File: src/rtl/pam_pkg.sv
// ----------------------------------------------------------------------------
// pam_pkg
// Shared types and constants for the phase angle meter.
// ----------------------------------------------------------------------------
package pam_pkg;

   localparam int unsigned TICK_W = 32;

   // ticks between stamps that stand for zero degrees
   localparam logic [TICK_W-1:0] ZERO_DEG_TICKS = 32'd10000;
   localparam logic [TICK_W-1:0] TIMEOUT_RESET  = 32'd30000;

   localparam logic signed [15:0] ANGLE_MAX = 16'sd32767;

   // magnitudes at or above 2^MAG_W ticks always saturate the angle
   localparam int unsigned MAG_W = 18;
   // numerator 9*mag+25 fits in NUM_W bits
   localparam int unsigned NUM_W = 22;
   // floor(n/50) as (n*RECIP_MULT) >> RECIP_SHIFT, exact for n < 2^NUM_W
   localparam int unsigned RECIP_SHIFT = 28;
   localparam int unsigned RECIP_W     = 23;
   localparam logic [RECIP_W-1:0] RECIP_MULT = 23'd5368710;
   localparam int unsigned QUOT_W = 17;

   typedef enum logic [1:0] {
      STATUS_OK      = 2'd0,
      STATUS_NO_AC   = 2'd1,
      STATUS_NO_LOAD = 2'd2
   } status_type;

   typedef enum logic [1:0] {
      PHASE_IDLE = 2'd0,
      PHASE_VOLT = 2'd1,
      PHASE_BOTH = 2'd2
   } phase_type;

   typedef struct packed {
      logic volt_level;
      logic current_level;
      logic poll;
   } req_payload_type;

   typedef struct packed {
      status_type        status;
      logic signed [15:0] angle_tenths;
      phase_type         phase;
   } rsp_payload_type;

endpackage

File: src/rtl/pam_angle.sv
// ----------------------------------------------------------------------------
// pam_angle
// Converts the tick difference between the two stamps into tenths of a degree.
// ----------------------------------------------------------------------------
module pam_angle (
   input  logic [pam_pkg::TICK_W-1:0] diff,
   output logic signed [15:0]         angle_tenths
);
   import pam_pkg::*;

   logic                           neg;
   logic [TICK_W-1:0]              mag_full;
   logic                           sat;
   logic [MAG_W-1:0]               mag;
   logic [NUM_W-1:0]               num;
   logic [RECIP_SHIFT+QUOT_W-1:0]  prod;
   logic [QUOT_W-1:0]              quot;

   assign neg      = (diff < ZERO_DEG_TICKS);
   assign mag_full = neg ? (ZERO_DEG_TICKS - diff) : (diff - ZERO_DEG_TICKS);
   assign sat      = !neg && (mag_full[TICK_W-1:MAG_W] != '0);
   assign mag      = mag_full[MAG_W-1:0];

   // round(18*mag/100) == floor((9*mag + 25) / 50)
   assign num  = ({{(NUM_W-MAG_W){1'b0}}, mag} << 3) + {{(NUM_W-MAG_W){1'b0}}, mag}
                 + NUM_W'(25);
   assign prod = (RECIP_SHIFT+QUOT_W)'(num) * (RECIP_SHIFT+QUOT_W)'(RECIP_MULT);
   assign quot = prod[RECIP_SHIFT+QUOT_W-1:RECIP_SHIFT];

   always_comb begin
      if (neg) begin
         angle_tenths = -$signed({1'b0, quot[14:0]});
      end else if (sat || (quot > QUOT_W'(ANGLE_MAX))) begin
         angle_tenths = ANGLE_MAX;
      end else begin
         angle_tenths = $signed({1'b0, quot[14:0]});
      end
   end

endmodule

File: src/rtl/pam_core.sv
// ----------------------------------------------------------------------------
// pam_core
// Tick counter, edge stamps, poll evaluation and the timeout register.
// ----------------------------------------------------------------------------
module pam_core (
   input  logic                     clock,
   input  logic                     reset,
   input  logic                     accept,
   input  pam_pkg::req_payload_type req,
   input  logic                     csr_write_enable,
   input  logic [31:0]              csr_write_data,
   output pam_pkg::rsp_payload_type result
);
   import pam_pkg::*;

   logic [TICK_W-1:0]  tick_ff, tick_in;
   logic [TICK_W-1:0]  timeout_ff;
   phase_type          phase_ff, phase_in;
   logic [TICK_W-1:0]  vt_ff, vt_in;
   logic [TICK_W-1:0]  ct_ff, ct_in;
   logic               prev_volt_ff, prev_cur_ff;
   status_type         status_ff, status_in;
   logic signed [15:0] angle_ff, angle_in;

   phase_type          phase_a, phase_b;
   logic [TICK_W-1:0]  vt_a, ct_b;
   logic [TICK_W-1:0]  elapsed;
   logic signed [15:0] angle_calc;

   pam_angle u_angle (
      .diff         (ct_b - vt_a),
      .angle_tenths (angle_calc)
   );

   assign elapsed = tick_ff - vt_a;
   assign tick_in = tick_ff + TICK_W'(1);

   always_comb begin
      // voltage edge first, then current edge, then the poll
      phase_a = phase_ff;
      vt_a    = vt_ff;
      if (req.volt_level && !prev_volt_ff && phase_ff == PHASE_IDLE) begin
         phase_a = PHASE_VOLT;
         vt_a    = tick_ff;
      end
      phase_b = phase_a;
      ct_b    = ct_ff;
      if (!req.current_level && prev_cur_ff && phase_a == PHASE_VOLT) begin
         phase_b = PHASE_BOTH;
         ct_b    = tick_ff;
      end

      phase_in  = phase_b;
      vt_in     = vt_a;
      ct_in     = ct_b;
      status_in = status_ff;
      angle_in  = angle_ff;
      if (req.poll) begin
         if (phase_b == PHASE_BOTH) begin
            status_in = STATUS_OK;
            if (ct_b > vt_a) begin
               angle_in = angle_calc;
            end
            phase_in = PHASE_IDLE;
            vt_in    = '0;
            ct_in    = '0;
         end else if (elapsed > timeout_ff) begin
            // a zero stamp counts as missing
            if (vt_a == '0) begin
               status_in = STATUS_NO_AC;
            end else if (ct_b == '0) begin
               status_in = STATUS_NO_LOAD;
            end
            phase_in = PHASE_IDLE;
            vt_in    = '0;
            ct_in    = '0;
         end
      end
   end

   assign result.status       = status_in;
   assign result.angle_tenths = angle_in;
   assign result.phase        = phase_in;

   always_ff @(posedge clock) begin
      if (reset) begin
         tick_ff      <= '0;
         timeout_ff   <= TIMEOUT_RESET;
         phase_ff     <= PHASE_IDLE;
         vt_ff        <= '0;
         ct_ff        <= '0;
         prev_volt_ff <= 1'b1;
         prev_cur_ff  <= 1'b1;
         status_ff    <= STATUS_NO_AC;
         angle_ff     <= '0;
      end else begin
         if (csr_write_enable) begin
            timeout_ff <= csr_write_data;
         end
         if (accept) begin
            tick_ff      <= tick_in;
            phase_ff     <= phase_in;
            vt_ff        <= vt_in;
            ct_ff        <= ct_in;
            prev_volt_ff <= req.volt_level;
            prev_cur_ff  <= req.current_level;
            status_ff    <= status_in;
            angle_ff     <= angle_in;
         end
      end
   end

   a_idle_clear: assert property (@(posedge clock) disable iff (reset)
      phase_ff == PHASE_IDLE |-> (vt_ff == '0 && ct_ff == '0))
      else $error("stamps left set while idle");

   a_volt_no_cur: assert property (@(posedge clock) disable iff (reset)
      phase_ff == PHASE_VOLT |-> ct_ff == '0)
      else $error("current stamp set before voltage phase finished");

   a_angle_floor: assert property (@(posedge clock) disable iff (reset)
      angle_ff >= -16'sd1800)
      else $error("angle below lower bound");

endmodule

File: src/rtl/pam_skid.sv
// ----------------------------------------------------------------------------
// pam_skid
// Result register with one skid entry so a request can still be taken while the output is stalled.
// ----------------------------------------------------------------------------
module pam_skid (
   input  logic                     clock,
   input  logic                     reset,
   input  logic                     in_valid,
   input  pam_pkg::rsp_payload_type in_data,
   output logic                     in_full,
   output logic                     rsp_valid,
   input  logic                     rsp_stall,
   output pam_pkg::rsp_payload_type rsp_data
);
   import pam_pkg::*;

   logic            out_valid_ff;
   rsp_payload_type out_data_ff;
   logic            skid_valid_ff;
   rsp_payload_type skid_data_ff;
   logic            out_free;

   assign out_free  = !out_valid_ff || !rsp_stall;
   assign in_full   = skid_valid_ff;
   assign rsp_valid = out_valid_ff;
   assign rsp_data  = out_data_ff;

   always_ff @(posedge clock) begin
      if (reset) begin
         out_valid_ff  <= 1'b0;
         skid_valid_ff <= 1'b0;
      end else if (out_free) begin
         if (skid_valid_ff) begin
            out_valid_ff  <= 1'b1;
            skid_valid_ff <= 1'b0;
         end else begin
            out_valid_ff <= in_valid;
         end
      end else if (in_valid) begin
         skid_valid_ff <= 1'b1;
      end
   end

   always_ff @(posedge clock) begin
      if (out_free) begin
         out_data_ff <= skid_valid_ff ? skid_data_ff : in_data;
      end else if (in_valid) begin
         skid_data_ff <= in_data;
      end
   end

   a_skid_behind_out: assert property (@(posedge clock) disable iff (reset)
      skid_valid_ff |-> out_valid_ff)
      else $error("skid entry held without an output entry");

   a_skid_fill: assert property (@(posedge clock) disable iff (reset)
      $rose(skid_valid_ff) |-> $past(out_valid_ff && rsp_stall))
      else $error("skid filled while output was free");

   a_no_write_full: assert property (@(posedge clock) disable iff (reset)
      skid_valid_ff |-> !in_valid)
      else $error("write into full buffer");

endmodule

File: src/rtl/phase_angle_meter_unit.sv
// ----------------------------------------------------------------------------
// phase_angle_meter_unit
// Phase angle between voltage and current zero-cross square waves.
//
// Each request is one time tick carrying the two wave levels and a poll flag;
// every accepted request produces exactly one response with the status, the
// held angle in tenths of a degree and the measurement phase after that tick.
// Responses are registered. Throughput is one request per cycle while
// req_stall is low: the state update and angle math (one 22x23 multiply
// for the divide by 50) sit between the state registers and the result
// register. A one-entry skid behind the result register lets a request be
// taken while a response is stalled; req_stall rises only once the skid is
// occupied, and drops the cycle after the receiver takes a response.
// csr_write_enable loads the timeout in ticks; write it only while idle.
// Reset: tick counter and stamps cleared, timeout 30000, status no AC input,
// angle zero, response channel empty.
// ----------------------------------------------------------------------------
module phase_angle_meter_unit (
   input  logic                     clock,
   input  logic                     reset,
   input  logic                     req_valid,
   output logic                     req_stall,
   input  pam_pkg::req_payload_type req_data,
   output logic                     rsp_valid,
   input  logic                     rsp_stall,
   output pam_pkg::rsp_payload_type rsp_data,
   input  logic                     csr_write_enable,
   input  logic [31:0]              csr_write_data
);
   import pam_pkg::*;

   logic            accept;
   logic            full;
   rsp_payload_type result;

   assign req_stall = full;
   assign accept    = req_valid && !full;

   pam_core u_core (
      .clock            (clock),
      .reset            (reset),
      .accept           (accept),
      .req              (req_data),
      .csr_write_enable (csr_write_enable),
      .csr_write_data   (csr_write_data),
      .result           (result)
   );

   pam_skid u_skid (
      .clock     (clock),
      .reset     (reset),
      .in_valid  (accept),
      .in_data   (result),
      .in_full   (full),
      .rsp_valid (rsp_valid),
      .rsp_stall (rsp_stall),
      .rsp_data  (rsp_data)
   );

endmodule
File: config.mk
export PLATFORM = sky130hd
export DESIGN_NAME = phase_angle_meter_unit
export DESIGN_NICKNAME = d
export VERILOG_FILES = /design/src/rtl/pam_pkg.sv /design/src/rtl/pam_angle.sv /design/src/rtl/pam_core.sv /design/src/rtl/pam_skid.sv /design/src/rtl/phase_angle_meter_unit.sv
export SDC_FILE = /design/constraint.sdc
export NUM_CORES = 1
export LEC_CHECK = 0
export BUFFER_PORTS_ARGS = -buffer_cell sky130_fd_sc_hd__buf_2
export CORE_MARGIN = 2
export CORE_UTILIZATION = 40
export DETAILED_ROUTE_END_ITERATION = 8
export GPL_TIMING_DRIVEN = 1
export PLACE_DENSITY = 0.55
export SLEW_MARGIN = 20
export SYNTH_ARGS = -nofsm -noshare
export SYNTH_HDL_FRONTEND = slang
export SYNTH_SLANG_ARGS = --single-unit
File: constraint.sdc
create_clock -name clock -period 21.6 [get_ports clock]
set_input_delay 4.32 -clock clock [delete_from_list [all_inputs] [get_ports clock]]
set_output_delay 4.32 -clock clock [all_outputs]
set_load 0.005 [all_outputs]
==> results.yml <==
placement:
  dp_hpwl_mm: 52.16
  post_dp_cell_area_um2: 25050
  port_buffers: 61
  place_congestion: 0.9000
yosys:
  synth_cell_type_count: 93
  synth_area_leaders: "ha_1 19%, fa_1 15%, dfxtp_1 13%"
  synth.largest_area_cell: "ha_1"
  ys_ff_latch: 192
  syn-instance-count: 2727
  syn_nets: 3303
  syn-cell-area_um2: 23720
  synth_top_flop_cell: "dfxtp_1"
  synth-edff-count: 40
  synthTopCellsByCount: "406 x inv_1, 361 x ha_1, 212 x nor2_1"
  synth.avg_cell_area_um2: 8.699
  synth_top_area_share_pct: 19.04
  synth-seq-area-share_pct: 17.89
  async_flop_share_pct: 0
  yosysMostFrequentCell: "inv_1"
  yosysWarnings: 0
outcome:
  status: "finished, final reports clean"
timing:
  finalSetupViolCount: 0
  min_period_ns: 20.16
  period_share_pct: 93.33
  hold_violations: 0
  slew_viol_final: 0
  hold_slack_ns: 0.4519
  fin_tns_setup_ns: 0
  max_freq_mhz: 49.60
  max-slew-margin-rel_pct: 26.80
  rsz0062_at_grt: "false"
  tightest_slew_ns: 1.094
  finalClockSkew_ns: 0.01270
detailed_routing:
  dr.pass1.iters: 6
  drt-met1-wl_mm: 29.83
  wire_per_inst_um: 17.90
  route.antenna.remaining_nets: 0
  drc: 0
  vias: 19130
  routed-wl-met3_mm: 2.704
  vias_per_cell: 5.383
  wl_met2_mm: 30.09
  drt_iter0_drc: 1006
  postRouteWirelength_mm: 63.60
  top_layer: "met4"
floorplan:
  ios: 62
  fp-row-count: 89
  core_area_um2: 58800
  start_util_pct: 40.35
  fp.dieArea_um2: 61270
  die_w_um: 247.5
  fp.dieH_um: 247.5
cts:
  cts_tree: "done"
  cts_root_buf: "clkbuf_16"
  path_clk_slew_ns: 0.08
  post-cts-setup-buffers: 0
  cts.sinks: 192
  insertion_delay_ns: 0.46
  cts_buffers: 17
  htree_levels: 4
  clock_tree.buffer_depth: 2
finish:
  diodes: 0
  seqCellArea_um2: 4244
  areaGrowthSynthToFinish_pct: 8.134
  fillCellCount: 5886
  nets: 3343
  fin_area_um2: 25650
  drive_above_1_share_pct: 7.554
  final_core_util_pct: 43.63
  multi_input_area_um2: 17660
grt:
  grt_pass1_wl_mm: 103.9
  first_global_vias: 19450
  grt_use_total_pct: 21.39
  grt_max_degree: 79
  antenna_found_initial: 2
  overflow: 0
worst_setup_path:
  reg2regPathDepth: 59
  path_max_fanout: 34
  r2r-start: "u_core.phase_ff[0]"
  timing.rr.end: "u_skid.rsp_data[12]"
  cp_slowest_stage_delay_ns: 0.58
  ff2ff_setup_slack_ns: 4.95
  cp.required_ns: 21.80
  worst_setup_path_start_kind: "input pin"
  worst_ep_arrival_time_ns: 20.36
  crit_slowest_cell: "or4_4"
  critPathCaptureType: "register"
  path_class: "in -> reg"
hold_path:
  hp-start: "u_core.ct_ff[16]"
  worstHoldPathCells: 2
  min_to: "u_core.ct_ff[16]"
  min_path_type: "reg -> reg"
flow_run:
  drv_cap: 0
## layout by cell type, fill, tap and decap left out, types with 49 or more instances in the layout
cell type,count
xor2_1,70
dfxtp_1,152
mux2i_1,77
buf_2,60
o21ai_0,96
a21o_1,55
a2bb2oi_1,56
nand2_1,160
a21oi_1,127
ha_1,361
xnor2_1,83
nand4_1,49
nor2_1,212
inv_1,406
fa_1,175
## state kept, by name, summed over array words and instances (netlist names)
| register | count |
|---|---|
| u_core.tick_ff | 32 |
| u_skid.rsp_valid | 1 |
| u_core.status_ff | 2 |
| u_skid.in_full | 1 |
| u_core.prev_cur_ff | 1 |
| u_skid.rsp_data | 20 |
| u_core.angle_ff | 16 |
| u_skid.skid_data_ff | 20 |
| u_core.ct_ff | 32 |
| u_core.phase_ff | 2 |
| u_core.vt_ff | 32 |
| u_core.prev_volt_ff | 1 |
| u_core.timeout_ff | 32 |
## routing by layer
layer	up-vias	global-route usage, %
met4	0	4.685
met1	9291	28.86
met2	319	36.11
met5	-	0
li1	9457	-
met3	59	3.222
## per-stage QoR
| stage | setup slack [ns] | instances |
|---|---|---|
| after global placement | 0.9703 | 3521 |
| after floorplan | 2.427 | 2727 |
| after detailed placement | 0.5396 | 3521 |
| after CTS | 0.9885 | 3553 |
| final | 1.440 | 3553 |
| after global routing | 0.03165 | 3553 |
## final cells by class
class	count	share of cell area [%]
clock inverter	12	0.3707
timing repair buffer	107	2.561
clock buffer	20	1.907
tap	773	3.771
inverter	410	6.000
sequential	192	16.55
multi-input combinational	2039	68.85
## how the worst max path moves through the flow
stage | from | to | slack (ns) | depth (start not counted)
2_1_floorplan | req_data[2] | u_skid.rsp_data[10] | 2.43 | 65
3_3_place_gp | req_data[2] | u_skid.rsp_data[8] | 0.97 | 61
3_5_place_dp | req_data[2] | u_skid.rsp_data[12] | 0.54 | 60
4_1_cts | req_data[2] | u_skid.rsp_data[12] | 0.99 | 60
5_1_grt | req_data[2] | u_skid.rsp_data[16] | 0.03 | 61
6_report | req_data[2] | u_skid.rsp_data[12] | 1.44 | 60
## worst max-delay path, delay by kind of cell
kind            cells  cell delay (ns)
buf+inv            10             1.42
mux                 1             0.30
simple gates       11             3.12
xor+xnor            2             0.77
compound gates     24             5.42
fa+ha+maj          12             4.97
## cells by family (layout without fill, tap and decap cells)
group	after synthesis	in the layout	synth area share [%]
XOR/XNOR	154	154	5.718
multiplexers	96	96	4.167
flip-flops	192	192	17.89
AND/OR/NAND/NOR	724	724	15.16
AO/OA/AOI/OAI	529	529	15.32
buffers and inverters	496	549	7.938
adder cells (fa/ha/maj)	536	536	33.81
## timing repair
action | CTS | global route
hold buffers | 0 | 0
endpoints found under the setup margin | 0 | 44
resized for setup | 0 | 3
Power is left out: the tool's default activity adds up to more than one toggle a clock period on the data nets, which glitch-free logic cannot reach.
